## config.mk

```make
export PLATFORM = sky130hd
export DESIGN_NAME = fall_alert_event_controller
export DESIGN_NICKNAME = d
export VERILOG_FILES = /design/src/rtl/faec_pkg.sv /design/src/rtl/faec_in_reg.sv /design/src/rtl/faec_core.sv /design/src/rtl/faec_out_reg.sv /design/src/rtl/fall_alert_event_controller.sv
export SDC_FILE = /design/constraint.sdc
export NUM_CORES = 1
export LEC_CHECK = 0
export CAP_MARGIN = 40
export CORE_MARGIN = 2
export CORE_UTILIZATION = 65
export CTS_CLUSTER_DIAMETER = 150
export DETAILED_ROUTE_END_ITERATION = 8
export DONT_BUFFER_PORTS = 1
export GPL_ROUTABILITY_DRIVEN = 1
export PLACE_DENSITY = 0.81
export SLEW_MARGIN = 0
export SYNTH_ARGS = -nofsm -noshare
export SYNTH_HDL_FRONTEND = slang
export SYNTH_SLANG_ARGS = --single-unit
```

## constraint.sdc

```tcl
create_clock -name clk -period 5.9 [get_ports clk]
set_input_delay 0 -clock clk [delete_from_list [all_inputs] [get_ports clk]]
set_output_delay 0 -clock clk [all_outputs]
set_load 0.05 [all_outputs]
```

## src/rtl/faec_pkg.sv

```systemverilog
package faec_pkg;

    localparam int unsigned TIME_W    = 48;
    localparam int unsigned TAG_W     = 32;
    localparam int unsigned DUR_W     = 32;
    localparam int unsigned KIND_W    = 4;
    localparam int unsigned FLAGS_W   = 5;
    localparam int unsigned S_DATA_W  = 120;
    localparam int unsigned M_DATA_W  = 16;

    localparam logic [DUR_W-1:0] MAX_COUNTDOWN_RESET = DUR_W'(30000);

    localparam int unsigned F_PRESENT   = 0;
    localparam int unsigned F_ALERTED   = 1;
    localparam int unsigned F_ACKED     = 2;
    localparam int unsigned F_SAFE      = 3;
    localparam int unsigned F_CANCELLED = 4;

    typedef enum logic [KIND_W-1:0] {
        EV_TICK         = 4'd0,
        EV_CONNECTED    = 4'd1,
        EV_DISCONNECTED = 4'd2,
        EV_SENSOR_ERROR = 4'd3,
        EV_SENSOR_OK    = 4'd4,
        EV_SUSPECT      = 4'd5,
        EV_COUNTDOWN    = 4'd6,
        EV_SOS          = 4'd7,
        EV_ACK          = 4'd8,
        EV_STOP_BUZZER  = 4'd9,
        EV_CANCEL       = 4'd10,
        EV_SAFE         = 4'd11
    } ev_kind_t;

    typedef enum logic [2:0] {
        ST_APPLIED  = 3'd0,
        ST_IGNORED  = 3'd1,
        ST_INVALID  = 3'd2,
        ST_BUSY     = 3'd3,
        ST_WRONG_ID = 3'd4,
        ST_CLOCK    = 3'd5
    } status_t;

    typedef enum logic [2:0] {
        MM_MONITORING = 3'd0,
        MM_DEGRADED   = 3'd1,
        MM_SUSPECTED  = 3'd2,
        MM_VERIFYING  = 3'd3,
        MM_ALERTING   = 3'd4
    } mach_mode_t;

    typedef struct packed {
        logic [DUR_W-1:0]  remaining_ms;
        logic [TAG_W-1:0]  event_tag;
        logic [TIME_W-1:0] now_ms;
        logic [KIND_W-1:0] mode;
    } item_t;

    typedef struct packed {
        logic       buzzer_on;
        mach_mode_t machine_mode;
        logic       sensor_changed;
        logic       record_changed;
        logic       do_stop_buzzer;
        logic       do_start_buzzer;
        logic       do_publish;
        status_t    status;
    } result_t;

    typedef struct packed {
        logic               clock_known;
        logic [TIME_W-1:0]  last_time;
        logic               armed;
        logic [TIME_W-1:0]  deadline;
        logic               sensor_healthy;
        mach_mode_t         mode;
        logic               buzzer;
        logic [FLAGS_W-1:0] act_flags;
        logic [TAG_W-1:0]   act_tag;
        logic [FLAGS_W-1:0] fin_flags;
        logic [TAG_W-1:0]   fin_tag;
    } state_t;

    typedef struct packed {
        logic load;
        logic out_free;
    } flow_t;

endpackage

```

## src/rtl/faec_in_reg.sv

```systemverilog
module faec_in_reg
    import faec_pkg::*;
(
    input  logic                clk,
    input  logic                rst_n,
    input  logic                s_tvalid,
    output logic                s_tready,
    input  logic [S_DATA_W-1:0] s_tdata,
    input  flow_t               flow,
    output logic                item_valid,
    output item_t               item
);

    logic  vld_reg;
    item_t data_reg;

    assign s_tready   = !vld_reg || flow.load;
    assign item_valid = vld_reg;
    assign item       = data_reg;

    always_ff @(posedge clk or negedge rst_n)
    begin
        if (!rst_n)
        begin
            vld_reg <= 1'b0;
        end
        else if (s_tready)
        begin
            vld_reg <= s_tvalid;
        end
    end

    always_ff @(posedge clk)
    begin
        if (s_tready && s_tvalid)
        begin
            data_reg <= s_tdata[$bits(item_t)-1:0];
        end
    end

endmodule

```

## src/rtl/faec_core.sv

```systemverilog
module faec_core
    import faec_pkg::*;
(
    input  logic             clk,
    input  logic             rst_n,
    input  logic             cfg_valid,
    output logic             cfg_ready,
    input  logic [DUR_W-1:0] cfg_data,
    input  flow_t            flow,
    input  item_t            item,
    output result_t          result
);

    localparam state_t STATE_RESET = '{
        clock_known:    1'b0,
        last_time:      '0,
        armed:          1'b0,
        deadline:       '0,
        sensor_healthy: 1'b1,
        mode:           MM_MONITORING,
        buzzer:         1'b0,
        act_flags:      '0,
        act_tag:        '0,
        fin_flags:      '0,
        fin_tag:        '0
    };

    logic [DUR_W-1:0] max_cd_reg;
    state_t           state_reg;
    state_t           state_next;

    logic             present;
    logic             already;
    logic             go;
    logic             ev_match;
    logic             fin_match;
    logic             healthy_in;
    logic [TIME_W:0]  cand;
    status_t          st;
    logic             a_pub;
    logic             a_start;
    logic             a_stop;
    logic             a_rec;
    logic             a_sens;

    assign cfg_ready = 1'b1;
    assign cand      = {1'b0, item.now_ms} + {{(TIME_W + 1 - DUR_W){1'b0}}, item.remaining_ms};

    always_comb
    begin
        state_next = state_reg;
        st         = ST_APPLIED;
        a_pub      = 1'b0;
        a_start    = 1'b0;
        a_stop     = 1'b0;
        a_rec      = 1'b0;
        a_sens     = 1'b0;
        go         = 1'b0;
        already    = 1'b0;
        present    = state_reg.act_flags[F_PRESENT];
        ev_match   = state_reg.act_tag == item.event_tag;
        fin_match  = state_reg.fin_flags[F_PRESENT] && (state_reg.fin_tag == item.event_tag);
        healthy_in = item.mode == EV_SENSOR_OK;

        if (state_reg.clock_known && (item.now_ms < state_reg.last_time))
        begin
            st = ST_CLOCK;
        end
        else
        begin
            state_next.clock_known = 1'b1;
            state_next.last_time   = item.now_ms;

            // raise the alert on an expired deadline before handling the request
            if (state_reg.armed && (item.now_ms >= state_reg.deadline)
                && !state_next.act_flags[F_ALERTED])
            begin
                state_next.act_flags[F_ALERTED] = 1'b1;
                state_next.armed                = 1'b0;
                state_next.mode                 = MM_ALERTING;
                state_next.buzzer               = 1'b1;
                a_pub                           = 1'b1;
                a_start                         = 1'b1;
                a_rec                           = 1'b1;
            end

            unique case (item.mode)
                EV_TICK, EV_CONNECTED, EV_DISCONNECTED:
                begin
                    st = ST_APPLIED;
                end
                EV_SENSOR_ERROR, EV_SENSOR_OK:
                begin
                    if (healthy_in == state_reg.sensor_healthy)
                    begin
                        st = ST_IGNORED;
                    end
                    else
                    begin
                        state_next.sensor_healthy = healthy_in;
                        a_sens                    = 1'b1;
                        if (!present)
                        begin
                            state_next.mode = healthy_in ? MM_MONITORING : MM_DEGRADED;
                        end
                    end
                end
                EV_SUSPECT, EV_COUNTDOWN, EV_SOS:
                begin
                    if (item.event_tag == '0)
                    begin
                        st = ST_INVALID;
                    end
                    else if ((item.mode == EV_COUNTDOWN)
                             && ((item.remaining_ms == '0) || (item.remaining_ms > max_cd_reg)
                                 || cand[TIME_W]))
                    begin
                        st = ST_INVALID;
                    end
                    else if (present)
                    begin
                        if (item.mode == EV_SOS)
                        begin
                            already = state_next.act_flags[F_ALERTED];
                            go      = 1'b1;
                        end
                        else if (!ev_match)
                        begin
                            st = ST_BUSY;
                        end
                        else if ((item.mode == EV_SUSPECT) || state_next.act_flags[F_ALERTED])
                        begin
                            st = ST_IGNORED;
                        end
                        else
                        begin
                            go = 1'b1;
                        end
                    end
                    else if (fin_match)
                    begin
                        st = ST_IGNORED;
                    end
                    else
                    begin
                        state_next.act_flags            = '0;
                        state_next.act_flags[F_PRESENT] = 1'b1;
                        state_next.act_tag              = item.event_tag;
                        a_pub                           = 1'b1;
                        a_rec                           = 1'b1;
                        go                              = 1'b1;
                    end

                    if (go)
                    begin
                        if (item.mode == EV_SOS)
                        begin
                            st = already ? ST_IGNORED : ST_APPLIED;
                            if (!state_next.act_flags[F_ALERTED])
                            begin
                                state_next.act_flags[F_ALERTED] = 1'b1;
                                state_next.armed                = 1'b0;
                                state_next.mode                 = MM_ALERTING;
                                state_next.buzzer               = 1'b1;
                                a_pub                           = 1'b1;
                                a_start                         = 1'b1;
                                a_rec                           = 1'b1;
                            end
                        end
                        else if (item.mode == EV_SUSPECT)
                        begin
                            state_next.mode = MM_SUSPECTED;
                        end
                        else if (state_next.armed)
                        begin
                            if (cand[TIME_W-1:0] >= state_next.deadline)
                            begin
                                st = ST_IGNORED;
                            end
                            else
                            begin
                                state_next.deadline = cand[TIME_W-1:0];
                            end
                        end
                        else
                        begin
                            state_next.deadline = cand[TIME_W-1:0];
                            state_next.armed    = 1'b1;
                            state_next.mode     = MM_VERIFYING;
                            state_next.buzzer   = 1'b1;
                            a_start             = 1'b1;
                        end
                    end
                end
                EV_ACK, EV_STOP_BUZZER, EV_CANCEL, EV_SAFE:
                begin
                    if (item.event_tag == '0)
                    begin
                        st = ST_INVALID;
                    end
                    else if (!present)
                    begin
                        st = fin_match ? ST_IGNORED : ST_WRONG_ID;
                    end
                    else if (!ev_match)
                    begin
                        st = ST_WRONG_ID;
                    end
                    else if (item.mode == EV_ACK)
                    begin
                        if (state_next.act_flags[F_ACKED])
                        begin
                            st = ST_IGNORED;
                        end
                        else
                        begin
                            state_next.act_flags[F_ACKED] = 1'b1;
                            a_rec                         = 1'b1;
                        end
                    end
                    else if (item.mode == EV_STOP_BUZZER)
                    begin
                        if (!state_next.buzzer)
                        begin
                            st = ST_IGNORED;
                        end
                        else
                        begin
                            state_next.buzzer = 1'b0;
                            a_stop            = 1'b1;
                        end
                    end
                    else
                    begin
                        // close the active event and keep it as the finished one
                        state_next.fin_flags                 = '0;
                        state_next.fin_flags[F_PRESENT]      = state_next.act_flags[F_PRESENT];
                        state_next.fin_flags[F_ALERTED]      = state_next.act_flags[F_ALERTED];
                        state_next.fin_flags[F_ACKED]        = state_next.act_flags[F_ACKED];
                        state_next.fin_flags[F_SAFE]         = item.mode == EV_SAFE;
                        state_next.fin_flags[F_CANCELLED]    = item.mode != EV_SAFE;
                        state_next.fin_tag                   = state_next.act_tag;
                        state_next.act_flags                 = '0;
                        state_next.act_tag                   = '0;
                        state_next.armed                     = 1'b0;
                        state_next.deadline                  = '0;
                        a_stop                               = a_stop | state_next.buzzer;
                        state_next.buzzer                    = 1'b0;
                        state_next.mode = state_next.sensor_healthy ? MM_MONITORING : MM_DEGRADED;
                        a_rec                                = 1'b1;
                        a_pub                                = 1'b1;
                    end
                end
                default:
                begin
                    st = ST_INVALID;
                end
            endcase
        end

        result.status          = st;
        result.do_publish      = a_pub;
        result.do_start_buzzer = a_start;
        result.do_stop_buzzer  = a_stop;
        result.record_changed  = a_rec;
        result.sensor_changed  = a_sens;
        result.machine_mode    = state_next.mode;
        result.buzzer_on       = state_next.buzzer;
    end

    always_ff @(posedge clk or negedge rst_n)
    begin
        if (!rst_n)
        begin
            max_cd_reg <= MAX_COUNTDOWN_RESET;
        end
        else if (cfg_valid && cfg_ready)
        begin
            max_cd_reg <= cfg_data;
        end
    end

    always_ff @(posedge clk or negedge rst_n)
    begin
        if (!rst_n)
        begin
            state_reg <= STATE_RESET;
        end
        else if (flow.load)
        begin
            state_reg <= state_next;
        end
    end

endmodule

```

## src/rtl/faec_out_reg.sv

```systemverilog
module faec_out_reg
    import faec_pkg::*;
(
    input  logic                clk,
    input  logic                rst_n,
    input  logic                item_valid,
    input  result_t             result,
    output flow_t               flow,
    output logic                m_tvalid,
    input  logic                m_tready,
    output logic [M_DATA_W-1:0] m_tdata
);

    logic    vld_reg;
    result_t data_reg;

    assign flow.out_free = !vld_reg || m_tready;
    assign flow.load     = item_valid && flow.out_free;
    assign m_tvalid      = vld_reg;
    assign m_tdata       = {{(M_DATA_W - $bits(result_t)){1'b0}}, data_reg};

    always_ff @(posedge clk or negedge rst_n)
    begin
        if (!rst_n)
        begin
            vld_reg <= 1'b0;
        end
        else if (flow.out_free)
        begin
            vld_reg <= item_valid;
        end
    end

    always_ff @(posedge clk)
    begin
        if (flow.load)
        begin
            data_reg <= result;
        end
    end

endmodule

```

## src/rtl/fall_alert_event_controller.sv

```systemverilog
// Channel   Direction  Handshake             Payload
// s_*       in         s_tvalid / s_tready   s_tdata: event request
// m_*       out        m_tvalid / m_tready   m_tdata: step result
// cfg_*     in         cfg_valid / cfg_ready cfg_data: max_countdown_ms
//
// One request per cycle while the result side does not stall.
// The request register feeds one pass of step logic into the result register and state.
// Reset clears state, sets the sensor healthy and max_countdown_ms to 30000.
// A held result stalls the step; a full request register then holds and s_tready drops.
module fall_alert_event_controller
    import faec_pkg::*;
(
    input  logic                clk,
    input  logic                rst_n,
    input  logic                s_tvalid,
    output logic                s_tready,
    // mode[3:0], now_ms[51:4], event_tag[83:52], remaining_ms[115:84], zero[119:116]
    input  logic [S_DATA_W-1:0] s_tdata,
    output logic                m_tvalid,
    input  logic                m_tready,
    // status[2:0], do_publish[3], do_start_buzzer[4], do_stop_buzzer[5],
    // record_changed[6], sensor_changed[7], machine_mode[10:8], buzzer_on[11], zero[15:12]
    output logic [M_DATA_W-1:0] m_tdata,
    input  logic                cfg_valid,
    output logic                cfg_ready,
    input  logic [DUR_W-1:0]    cfg_data
);

    flow_t   flow;
    logic    item_valid;
    item_t   item;
    result_t result;

    faec_in_reg u_in_reg (
        .clk        (clk),
        .rst_n      (rst_n),
        .s_tvalid   (s_tvalid),
        .s_tready   (s_tready),
        .s_tdata    (s_tdata),
        .flow       (flow),
        .item_valid (item_valid),
        .item       (item)
    );

    faec_core u_core (
        .clk       (clk),
        .rst_n     (rst_n),
        .cfg_valid (cfg_valid),
        .cfg_ready (cfg_ready),
        .cfg_data  (cfg_data),
        .flow      (flow),
        .item      (item),
        .result    (result)
    );

    faec_out_reg u_out_reg (
        .clk        (clk),
        .rst_n      (rst_n),
        .item_valid (item_valid),
        .result     (result),
        .flow       (flow),
        .m_tvalid   (m_tvalid),
        .m_tready   (m_tready),
        .m_tdata    (m_tdata)
    );

endmodule

```

Yosys cells after proc, flatten, opt, wreduce, memory -nomap -nowiden:

Index checks and enable logic that the tools add are counted.

* input bits: 157
* bits in writable memories: 0
* output and inout bits: 19
* bits in latches: 0
* flip-flop bits (word level): 339
* bits in read-only memories: 0
* memories kept: 0

* $lt $le $gt $ge: 4
* add/subtract/negate cells: 1
* reductions and logical operators: 32
* equal/unequal tests: 29
* multiply operators: 0
* muxes and demuxes: 116
* divide/modulo/power cells: 0
* bitwise gates (word level): 9
* shift-type cells: 0

Operators with widths (number)
* $mux 49: 7
* $mux 78: 4
* $mux 37: 7
* $mux 48: 3
* $pmux 49 s2: 1
* $ge 48x48->1: 2
* $pmux 38 s2: 1
* $mux 74: 1
* $mux 71: 1
* $eq 32x32->1: 2
* $logic_not 32->1: 2
* $mux 1: 60
* $mux 3: 19
* $add 48x32->49: 1
* $lt 48x48->1: 1
* $gt 32x32->1: 1
* $mux 4: 7
* $reduce_and 12->1: 2
* $eq 4x3->1 const B: 4
* $eq 4x4->1 const B: 4
* $pmux 3 s4: 1
* $reduce_and 11->1: 1
* $ne 2x2->1 const B: 5
* $ne 3x2->1 const B: 3
* 23 further kinds: 51

Logic depth before layout (Yosys ltp):

Gate-level depths: netlist of the first run.

* depth after elaboration: 18
* mapped depth: 24
* depth with buffers taken out: 22

By module:

From an unflattened synthesis of the first run, not the netlist that was laid out.

* cells, all modules: 1938
* area, all modules: 19668.9 µm²

By module, submodules not included
* faec_core: times used 1, cells each 1797, area each 15683.8 µm², seq. area each 5089.9 µm²
* faec_in_reg: times used 1, cells each 120, area each 3537.1 µm², seq. area each 3508.4 µm²
* faec_out_reg: times used 1, cells each 21, area each 447.9 µm², seq. area each 385.4 µm²

Worst setup path after synthesis of the first run:

Ideal clock, no wire load.

* kind: register to register
* start: reg u_in_reg.data_reg (netlist bit u_in_reg.item[9])
* end: reg u_core.state_reg[105] in the netlist's numbering
* buffers on the path: 3
* data required time: 5.775 ns
* period minus slack after synthesis: 5.284 ns
* stages on the path, launching flop included: 24
* setup time: 0.125 ns
* path slack: 0.616 ns
* arrival time: 5.159 ns
* cells stage by stage: edfxtp_1 -> ha_1 -> and4_1 -> and2_1 -> nor4_1 -> a211oi_1 -> o2111ai_1 -> a21oi_1 -> nor2_1 -> clkbuf_1 -> or3_1 -> nand2_1 -> ha_1 -> a2111oi_0 -> o21ai_0 -> a311o_1 -> o211ai_1 -> o21ai_0 -> o311a_1 -> o31ai_2 -> and4_4 -> buf_6 -> buf_12 -> mux2_4

* word-level cells in the longest chain between the ends: 16
* elaborated cells between the ends (all ways): 32

RTL lines
* start: declaration: line faec_in_reg.sv:15 `item_t data_reg;`
* start signal: assignment: line faec_in_reg.sv:37 `data_reg <= s_tdata[$bits(item_t)-1:0];`
* $ge 48x48->1: line faec_core.sv:75 `if (state_reg.armed && (item.now_ms >= state_reg.deadline)`
* $logic_and 1x1->1: line faec_core.sv:75
* $logic_and 1x1->1: line faec_core.sv:76 `&& !state_next.act_flags[F_ALERTED])`
* $mux 1: line faec_core.sv:75
* $mux 1: line faec_core.sv:65 `if (state_reg.clock_known && (item.now_ms < state_reg.last_time))`
* $logic_or 1x1->1: line faec_core.sv:131 `else if ((item.mode == EV_SUSPECT) || state_next.act_flags[F_ALERTED])`
* $mux 1: line faec_core.sv:131
* $mux 1: line faec_core.sv:127 `else if (!ev_match)`
* $mux 1: line faec_core.sv:122 `if (item.mode == EV_SOS)`
* $mux 1: line faec_core.sv:120 `else if (present)`
* $mux 1: line faec_core.sv:114 `else if ((item.mode == EV_COUNTDOWN)`
* $mux 1: line faec_core.sv:110 `if (item.event_tag == '0)`
* $mux 1: line faec_core.sv:87 `unique case (item.mode)`
* $mux 1: line faec_core.sv:65
* $ne 2x1->1 (no source line)
* $reduce_and 12->1 (no source line)
* end signal: assignment: line faec_core.sv:291 `state_reg <= state_next;`
* end: declaration: line faec_core.sv:29 `state_t state_reg;`

Parallel ways exist; a longest one is shown, timed or not. The select of a mux whose other input is x is not followed.
A chain may end at the register's enable or synchronous reset.

Worst setup path after layout of the first run:

* start: reg u_in_reg.data_reg (netlist bit u_in_reg.item[84])
* end: reg u_core.state_reg[124] in the netlist's numbering

* word-level cells in the longest chain between the ends: 10
* elaborated cells between the ends (all ways): 20

RTL lines
* parallel branches: the longest is 10 deep, another holds $add 48x32->49

Parallel ways; which one is timed is not known. The select of a mux whose other input is x is not followed.

==> results of run 1 <==
==> cell families after synthesis <==
kind of cell | synth area share [%]
multiplexers | 6.606
adder cells (fa/ha/maj) | 13.25
other | 0.03812
AO/OA/AOI/OAI | 12.35
AND/OR/NAND/NOR | 12.56
flip-flops | 45.60
XOR/XNOR | 4.535
buffers and inverters | 5.050
==> layer usage <==
metal  part of all wire, %  global-route usage, %  up-vias
li1                      -                      -     7318
met3                   6.4                  5.648      227
met5                 0.044                      0        -
met2                    49                  58.41      697
met1                    38                  41.67     7638
met4                   6.2                  21.35        4
==> per-stage QoR <==
| stage | utilization [%] | cell area (µm²) | worst slack, ps | hold slack, ps |
|---|---|---|---|---|
| 4_1_cts | 79.68 | 23680 | 31.59 | 45.92 |
| 3_5_place_dp | 68.27 | 20290 | 128.8 | -286.6 |
| 5_1_grt | 80.12 | 23810 | -12.66 | 76.76 |
| 6_report | 80.13 | 23810 | 168.8 | 73.98 |
| 3_3_place_gp | 68.13 | 20250 | 255.8 | -282.4 |
| 2_1_floorplan | - | 19710 | 616.3 | -295.6 |
==> how the worst min path moves through the flow <==
stage | start | end | slack, ps | cells past startpoint
floorplan | rst_n | u_core.max_cd_reg[0] | -300 | 0
global placement | rst_n | u_core.state_reg[170] | -280 | 0
detailed placement | rst_n | u_core.state_reg[165] | -290 | 0
CTS | m_tready | u_in_reg.item_valid | 50 | 2
global route | s_tdata[78] | u_in_reg.item[78] | 80 | 1
finish | m_tready | u_in_reg.item_valid | 70 | 2
==> cell type report <==
type,count,area [µm²]
clock inverter,20,227.7
multi-input combinational,1329,9824
sequential,333,8984
inverter,188,705.7
clock buffer,47,994.7
timing repair buffer,261,2577
fill,1753,5906
antenna,4,10.01
tap,390,488.0
==> what timing repair did <==
| item | in CTS | in global routing |
|---|---|---|
| resized for setup | 0 | 17 |
| endpoints found under the setup margin | 0 | 49 |
| buffers inserted | 0 | 4 |
| hold buffers | 214 | 0 |
| hold endpoints to repair | 384 | 0 |
==> worst max-delay path: stages, from the launching register on <==
cell	delay, ps
sky130_fd_sc_hd__edfxtp_1	480
sky130_fd_sc_hd__ha_1	240
sky130_fd_sc_hd__inv_1	60
sky130_fd_sc_hd__fa_1	390
sky130_fd_sc_hd__nand2b_1	190
sky130_fd_sc_hd__a21oi_1	230
sky130_fd_sc_hd__o221a_2	250
sky130_fd_sc_hd__a211o_1	240
sky130_fd_sc_hd__nor2b_2	230
sky130_fd_sc_hd__a311o_1	220
sky130_fd_sc_hd__a31oi_1	110
sky130_fd_sc_hd__xnor2_1	210
sky130_fd_sc_hd__ha_1	290
sky130_fd_sc_hd__nand4_1	190
sky130_fd_sc_hd__nor4_4	90
sky130_fd_sc_hd__a221o_1	350
sky130_fd_sc_hd__o31ai_1	250
sky130_fd_sc_hd__a21oi_1	130
sky130_fd_sc_hd__o311a_1	350
sky130_fd_sc_hd__o31ai_2	180
sky130_fd_sc_hd__and4_4	330
sky130_fd_sc_hd__buf_4	220
sky130_fd_sc_hd__mux2_2	350
==> power breakdown <==
part,internal (mW),switching (mW)
registers,2.86,0.364
clock network,1.38,0.998
logic,0.991,1.34
total,5.23,2.70
==> layout by cell type (no fill, tap or decap), types with 43 or more instances in the layout <==
cell,n
sky130_fd_sc_hd__nor2_1,67
sky130_fd_sc_hd__nand4_1,52
sky130_fd_sc_hd__a21oi_1,93
sky130_fd_sc_hd__edfxtp_1,128
sky130_fd_sc_hd__inv_1,188
sky130_fd_sc_hd__mux2_2,64
sky130_fd_sc_hd__o21ai_0,150
sky130_fd_sc_hd__xnor2_1,64
sky130_fd_sc_hd__dlygate4sd3_1,212
sky130_fd_sc_hd__ha_1,204
sky130_fd_sc_hd__mux2i_1,43
sky130_fd_sc_hd__dfrtp_1,197
sky130_fd_sc_hd__nand2_1,186
==> impl_metrics.toml, run 1 <==
[outcome]
status = "complete, no violations"

[sta]
worstMarginPinSlew_ps = 1186
maxSlewViolCount = 0
setup_total_neg_slack_ps = 0
report.final.hold_viol_count = 0
final_min_period_over_clock_period_pct = 97.14
fin_worst_skew_ps = 16.00
relSlewSlack_pct = 20.90
post-route-min-period_ps = 5731
max_freq_mhz = 174.5
report.final.setup_viol = 0

[clock_tree]
clkSlewWorstSetupHoldPaths_ps = 60
cts-root-buf = "sky130_fd_sc_hd__clkbuf_16"
clockBufferDepth = 3
clock_latency_ps = 540
tritoncts = "built"
clkSinkCount = 333
h_tree_depth = 2
cts_inserted_buffers = 37

[drt]
detailedRoute.firstIterationViolations = 1281
routed-via-count = 15880
1st_pass_router_iterations = 7
vias_per_cell = 6.176
ant_nets = 0
detail_route.wl_per_cell_um = 21.20
remaining_drcs = 0
wl_um = 54530

[floorplan]
core_area_mm2 = 0.02972
dieHeight_um = 178.1
pin_count = 176
num_rows = 63
area_of_the_die_mm2 = 0.03171
initial_utilization_pct = 66.29
die_w_um = 178.1

[placed_design]
detailed_place_hpwl_um = 34030
gp_congestion = 0.9263
placed_cells_incl_taps = 2282
portBuffers = 0

[final_layout]
nets = 2515
layout.cells.non_filler = 2572
post_route_cells_drive_above_1_share_pct = 10.06
largest_reg_flops = 170
area_delta_synth_final_pct = 20.88

[hold_path]
worst_hold_path_type = "in -> reg"

[logic_synthesis]
ys_warn_count = 0
synth_edf_count = 128
ys_types = 70
leading_post_synthesis_cells_by_instance_count = "sky130_fd_sc_hd__ha_1, sky130_fd_sc_hd__dfrtp_1, sky130_fd_sc_hd__inv_1"
synth_top_area_share_pct = 25.03
synthMostInstantiatedCell = "sky130_fd_sc_hd__ha_1"
postSynthAreaPerCell_um2 = 10.33
postSynthRegisterBits = 333
area_of_the_mapped_netlist_mm2 = 0.01970
seq_area_frac_synth_pct = 45.60
dominantRegCellSynth = "sky130_fd_sc_hd__dfrtp_1"
post_synth_main_area_contributors = "sky130_fd_sc_hd__dfrtp_1, sky130_fd_sc_hd__edfxtp_1, sky130_fd_sc_hd__ha_1"
synthCells = 1907
async_flop_share_pct = 61.56
synth_top_area_cell = "sky130_fd_sc_hd__dfrtp_1"

[setup_path]
cp.required_ps = 6310
arrival_ps = 6140
timing.critical_path.to = "u_core.state_reg[124]"
critPathMaxFanout = 8
critPathKind = "reg -> reg"
rr_worst_depth = 22
r2r_setup_slack_ps = 170
worstReg2RegEnd = "u_core.state_reg[124]"
reg2reg_from = "u_in_reg.item[84]"
crit_start = "u_in_reg.item[84]"
cp-start-kind = "flip-flop"
worst_setup_path_end_kind = "flip-flop"

[global_routing]
grt.overflow.total = 0
global_route_wire_length_before_repair_um = 84970
groute.usage.overall_pct = 34.65
maximum_number_of_pins_on_one_net_before_global_route_repair = 206
first_global_vias = 16420
initial_antenna_violation_count = 6

[power_and_ir_drop]
p_leak_nw = 10.36
p_total_mw = 7.932
worst_ir_drop_vdd_mv = 0.3022
power_per_cell_area_mw_per_mm2 = 333.1

[flow_run]
maxCapViolations = 0
Note: power is estimated with default switching activity, not from simulation.
==> inputs of run 2 (changes only) <==
==> constraint.sdc (replaced) <==
create_clock -name clk -period 5.9 [get_ports clk]
set_input_delay 0.885 -clock clk [delete_from_list [all_inputs] [get_ports clk]]
set_output_delay 0.885 -clock clk [all_outputs]
set_load 0.05 [all_outputs]
==> run 2 against run 1 <==
  * Worst hold slack lost 31 ps
  * Wire length shrank 14%
  * Sequential share of layout area grew 3.7 points
  * Final cell count shrank 8.3%
  * Worst setup slack lost 2.7 ps
  * Critical path depth grew 1
  * Largest power group unchanged
==> impl_metrics.toml, run 2 (synthesis results as in run 1) <==
[outcome]
status = "complete, no violations"

[final_layout]
fillCellCount = 2066
largest_reg_flops = 170
final_design_area_no_fill_mm2 = 0.02170
layout.cells.most_common_list = "sky130_fd_sc_hd__ha_1, sky130_fd_sc_hd__dfrtp_1, sky130_fd_sc_hd__inv_1"
nets = 2301
regArea_mm2 = 0.008984
area_delta_synth_final_pct = 10.18
post_route_cells_drive_above_1_share_pct = 11.30
area_of_the_multi_input_gates_mm2 = 0.009838
mostFrequentLayoutCell = "sky130_fd_sc_hd__ha_1"
layout.core_utilization_pct = 73.03

[power_and_ir_drop]
p_total_mw = 7.716
worst_ir_drop_vdd_mv = 0.3052
p_leak_nw = 9.490
power_per_cell_area_mw_per_mm2 = 355.5

[setup_path]
rr_worst_depth = 23
r2r_setup_slack_ps = 170
crit_start = "u_in_reg.item[84]"
arrival_ps = 6150
critPathMaxFanout = 26
timing.critical_path.to = "u_core.state_reg[80]"
cp-start-kind = "flip-flop"
cpPeakStageDelay_ps = 490
cp.required_ps = 6310
critical_path_slowest_stage_cell = "sky130_fd_sc_hd__edfxtp_1"
worstReg2RegEnd = "u_core.state_reg[80]"
reg2reg_from = "u_in_reg.item[84]"
critPathKind = "reg -> reg"
worst_setup_path_end_kind = "flip-flop"
path_cells = "ha_1, inv_1, fa_1, nand2b_1, a21oi_2, o221a_2, a211o_1, nor2b_2, a311o_1, a31oi_1, xnor2_1, ha_1, nand4_1, buf_4, nor2_1, a221o_1, o31ai_1, a21oi_1, o311a_1, o31ai_2, and4_4, buf_12, mux2_2"
timing.critical_path.mode_cell = "sky130_fd_sc_hd__ha_1"

[placed_design]
detailedPlace.worstSlack_ps = 173.5
detailed_place_hpwl_um = 33950
portBuffers = 0
placed_cell_area_mm2 = 0.02027
gp_congestion = 0.9129

[global_routing]
maximum_number_of_pins_on_one_net_before_global_route_repair = 206
global_route_wire_length_before_repair_um = 74530
grt.overflow.total = 0
first_global_vias = 14520
initial_antenna_violation_count = 7
groute.usage.overall_pct = 29.88

[drt]
detail_route.wl_per_cell_um = 19.92
ant_nets = 0
vias_per_cell = 6.138
routed-via-count = 14470
detailedRoute.firstIterationViolations = 1276
remaining_drcs = 0
wl_um = 46970
1st_pass_router_iterations = 5

[clock_tree]
clock_latency_ps = 550
tritoncts = "built"
clkSinkCount = 333
cts-root-buf = "sky130_fd_sc_hd__clkbuf_16"
cts-hold-fix-buffers = 0
clockBufferDepth = 3
clkSlewWorstSetupHoldPaths_ps = 70
cts_inserted_buffers = 37
h_tree_depth = 2

[flow_run]
maxCapViolations = 0

[sta]
fin_worst_skew_ps = 26.31
relSlewSlack_pct = 46.77
setup_total_neg_slack_ps = 0
max_freq_mhz = 174.4
worstMarginPinSlew_ps = 798.4
post-route-min-period_ps = 5734
final_min_period_over_clock_period_pct = 97.18
finalWorstSetupSlack_ps = 166.2
report.final.hold_viol_count = 0
report.final.setup_viol = 0
maxSlewViolCount = 0

[floorplan]
dieHeight_um = 178.1
pin_count = 176
initial_utilization_pct = 66.29
die_w_um = 178.1
area_of_the_die_mm2 = 0.03171
core_area_mm2 = 0.02972
num_rows = 63

[hold_path]
worst_hold_path_type = "in -> async"
run 2: cell types whose count changed in the layout (fill, tap and decap cells not counted), sizes merged:
cell,before,now
clkinv,12,13
buf,48,46
diode,4,3
clkbuf,47,45
dlygate4sd3,212,0
bufinv,4,5
clkinvlp,3,4
run 2: layer usage:
layer | track usage (%) | wire length [µm] | up-vias
met1 | 38.22 | 19610 | 7086
met5 | 0 | 59 | -
met4 | 10.59 | 1579 | 8
met2 | 51.03 | 23080 | 392
met3 | 5.413 | 2641 | 114
li1 | - | - | 6874
run 2: how the worst min path moves through the flow:
stage                               from  depth (start not counted)               endpoint
floorplan           u_core.state_reg[32]                          1   u_core.state_reg[32]
global placement    u_core.state_reg[32]                          1   u_core.state_reg[32]
detailed placement  u_core.state_reg[32]                          1   u_core.state_reg[32]
CTS                                rst_n                          0    u_core.state_reg[0]
global route                       rst_n                          0  u_core.state_reg[148]
finish                             rst_n                          0  u_core.state_reg[169]
run 2: repair_timing:
action / CTS / global route
setup buffers: 0 / 6
endpoints found under the setup margin: 0 / 49
gates resized for setup: 0 / 16
run 2: stage by stage:
stage               instances  hold slack [ps]
finish                   2358            43.16
global route             2357            21.60
CTS                      2348            27.81
detailed placement       2280            465.5
global placement         2278            451.4
floorplan                1910            439.4
run 2: layout make-up:
class	count	area share [%]
clock buffers	45	4.451
clock inverters	23	1.412
well taps	390	2.248
repair buffers	47	1.879
inverters	188	3.251
multi-input cells	1329	45.33
diodes	3	0.03459
flip-flops and latches	333	41.39
run 2: where the power goes:
group | internal, mW | switching [mW]
Combinational | 0.884 | 1.22
Sequential | 2.86 | 0.354
Clock | 1.41 | 0.994
run 2: critical path: cells and delay by family (launching register included):
kind	cells	cell delay (ps)
multiplexers	1	360
buffers and inverters	3	430
XOR/XNOR	1	170
AO/OA/AOI/OAI	10	2540
AND/OR/NAND/NOR	5	820
adder cells (fa/ha/maj)	3	760
flip-flops	1	490
==> inputs of run 3 (changes only) <==
Settings changed: CAP_MARGIN 40 to unset, CORE_UTILIZATION 65 to 25, PLACE_DENSITY 0.81 to 0.35.
==> run 3 against run 2 <==
  * Sequential power hardly changed
  * Final cell count up 31%
  * Worst setup slack better by 54 ps
  * Critical endpoint is now u_core.state_reg[100]
  * Largest cell class unchanged
==> impl_metrics.toml, run 3 (synthesis results as in run 1) <==
[clock_tree]
clkSinkCount = 333
clkSlewWorstSetupHoldPaths_ps = 60
h_tree_depth = 2
clock_latency_ps = 600
cts-root-buf = "sky130_fd_sc_hd__clkbuf_16"
tritoncts = "built"
cts_inserted_buffers = 45
clockBufferDepth = 3

[drt]
1st_pass_router_iterations = 4
vias_per_cell = 4.580
ant_nets = 0
wl_um = 60170
routed-via-count = 14200
remaining_drcs = 0
detail_route.wl_per_cell_um = 19.41
detailedRoute.firstIterationViolations = 660

[global_routing]
initial_antenna_violation_count = 7
global_route_wire_length_before_repair_um = 91510
grt.overflow.total = 0
first_global_vias = 14550
maximum_number_of_pins_on_one_net_before_global_route_repair = 198
groute.usage.overall_pct = 14.72

[setup_path]
r2r_setup_slack_ps = 220
cpPeakStageDelay_ps = 460
timing.critical_path.mode_cell = "sky130_fd_sc_hd__buf_4"
critPathKind = "reg -> reg"
cp-start-kind = "flip-flop"
worst_setup_path_end_kind = "flip-flop"
path_cells = "ha_4, and4_4, buf_4, o211ai_1, buf_4, a211oi_4, o2111ai_2, a21oi_2, buf_4, nor2_2, buf_4, o21a_1, or2_2, ha_1, a21oi_2, o21ai_1, a311o_1, o211ai_1, o21ai_1, o311a_4, o31ai_2, and4_4, clkbuf_16, mux2_2"
cp.required_ps = 6370
arrival_ps = 6150
critPathMaxFanout = 8
cpLargestDelayFamily = "compound AO/OA/AOI/OAI gates"
critical_path_slowest_stage_cell = "sky130_fd_sc_hd__edfxtp_1"
worst-path-buf-inv = 5

[sta]
fin_worst_skew_ps = 25.99
report.final.setup_viol = 0
worstMarginPinSlew_ps = 1177
final_min_period_over_clock_period_pct = 96.26
max_freq_mhz = 176.1
relSlewSlack_pct = 21.56
rsz0062_at_grt = "false"
setup_total_neg_slack_ps = 0
report.final.hold_viol_count = 0
post-route-min-period_ps = 5679
finalWorstSetupSlack_ps = 220.5
maxSlewViolCount = 0

[outcome]
status = "complete, no violations"

[power_and_ir_drop]
power_per_cell_area_mw_per_mm2 = 355.6
p_leak_nw = 10.05
worst_ir_drop_vdd_mv = 0.2102

[final_layout]
nets = 2385
fillCellCount = 8002
area_delta_synth_final_pct = 19.56
mostFrequentLayoutCell = "sky130_fd_sc_hd__ha_1"
layout.cells.most_common_list = "sky130_fd_sc_hd__ha_1, sky130_fd_sc_hd__dfrtp_1, sky130_fd_sc_hd__inv_1"
final_design_area_no_fill_mm2 = 0.02355
largest_reg_flops = 170
post_route_cells_drive_above_1_share_pct = 15.61

[hold_path]
worst_hold_path_type = "in -> async"

[floorplan]
die_w_um = 284.7
core_area_mm2 = 0.07772
area_of_the_die_mm2 = 0.08106
pin_count = 176
num_rows = 102
initial_utilization_pct = 25.35
dieHeight_um = 284.7

[placed_design]
placed_cell_area_mm2 = 0.02165
detailedPlace.worstSlack_ps = -260.8
gp_congestion = 0.8319
portBuffers = 0
detailed_place_hpwl_um = 43860

[flow_run]
maxCapViolations = 0
## run 3: worst reg2reg max path: cells and delay by family, from the launching register on
kind                       cells  cell delay, ps
AOI/OAI and AO/OA             12            2410
adders and majority gates      2             630
buffers and inverters          5             790
DFF                            1             460
muxes                          1             330
and+or+nand+nor                4             950
## run 3: area by class of cell
type                    count  area, µm²  share of cell area [%]
flip-flops and latches    333       8984                   38.14
diodes                      3      7.507                 0.03187
clock buffers              60       1202                   5.105
inverters                 188      705.7                   2.996
multi-input cells        1329       9945                   42.22
repair buffers            123       1036                   4.399
well taps                1040       1301                   5.525
clock inverters            24      371.6                   1.578
## run 3: repair_timing
| item | CTS | global route |
|---|---|---|
| pin swaps | 1 | 20 |
| cloned | 0 | 3 |
| resized for setup | 3 | 33 |
| hold buffers | 1 | 0 |
| endpoints found under the setup margin | 49 | 49 |
| endpoints found under the hold margin | 197 | 0 |
| buffers inserted | 1 | 3 |
## run 3: stage by stage
step	utilization [%]	cells	power, mW	hold WS (ps)
6_report	30.30	3100	8.376	149.6
2_1_floorplan	-	1910	4.693	439.4
4_1_cts	29.95	3091	8.524	97.61
3_3_place_gp	27.86	3005	5.376	452.6
3_5_place_dp	27.86	3005	5.414	458.0
5_1_grt	30.30	3098	9.018	103.1
## run 3: metal layers
| metal | up-vias | global-route usage [%] | wire length [µm] |
|---|---|---|---|
| met2 | 197 | 24.90 | 28830 |
| met3 | 66 | 2.729 | 2347 |
| met4 | 6 | 3.355 | 1098 |
| li1 | 7068 | - | - |
| met1 | 6860 | 19.42 | 27860 |
| met5 | - | 0 | 33 |
## run 3: power by group
group / internal, mW / total, mW / switching [mW]
Sequential: 2.86 / 3.20 / 0.340
Combinational: 0.931 / 2.21 / 1.28
Clock: 1.80 / 2.96 / 1.16
## run 3: worst paths after layout
path,from,to,cells past startpoint
min in group clk,cfg_valid,u_core.max_cd_reg[13],1
worst min-delay path,rst_n,u_core.state_reg[78],0
max in group asynchronous,rst_n,u_core.state_reg[135],1
worst max-delay path,u_in_reg.item[91],u_core.state_reg[100],24
worst min register to register,u_core.state_reg[32],u_core.state_reg[32],1
worst max register to register,u_in_reg.item[91],u_core.state_reg[100],24
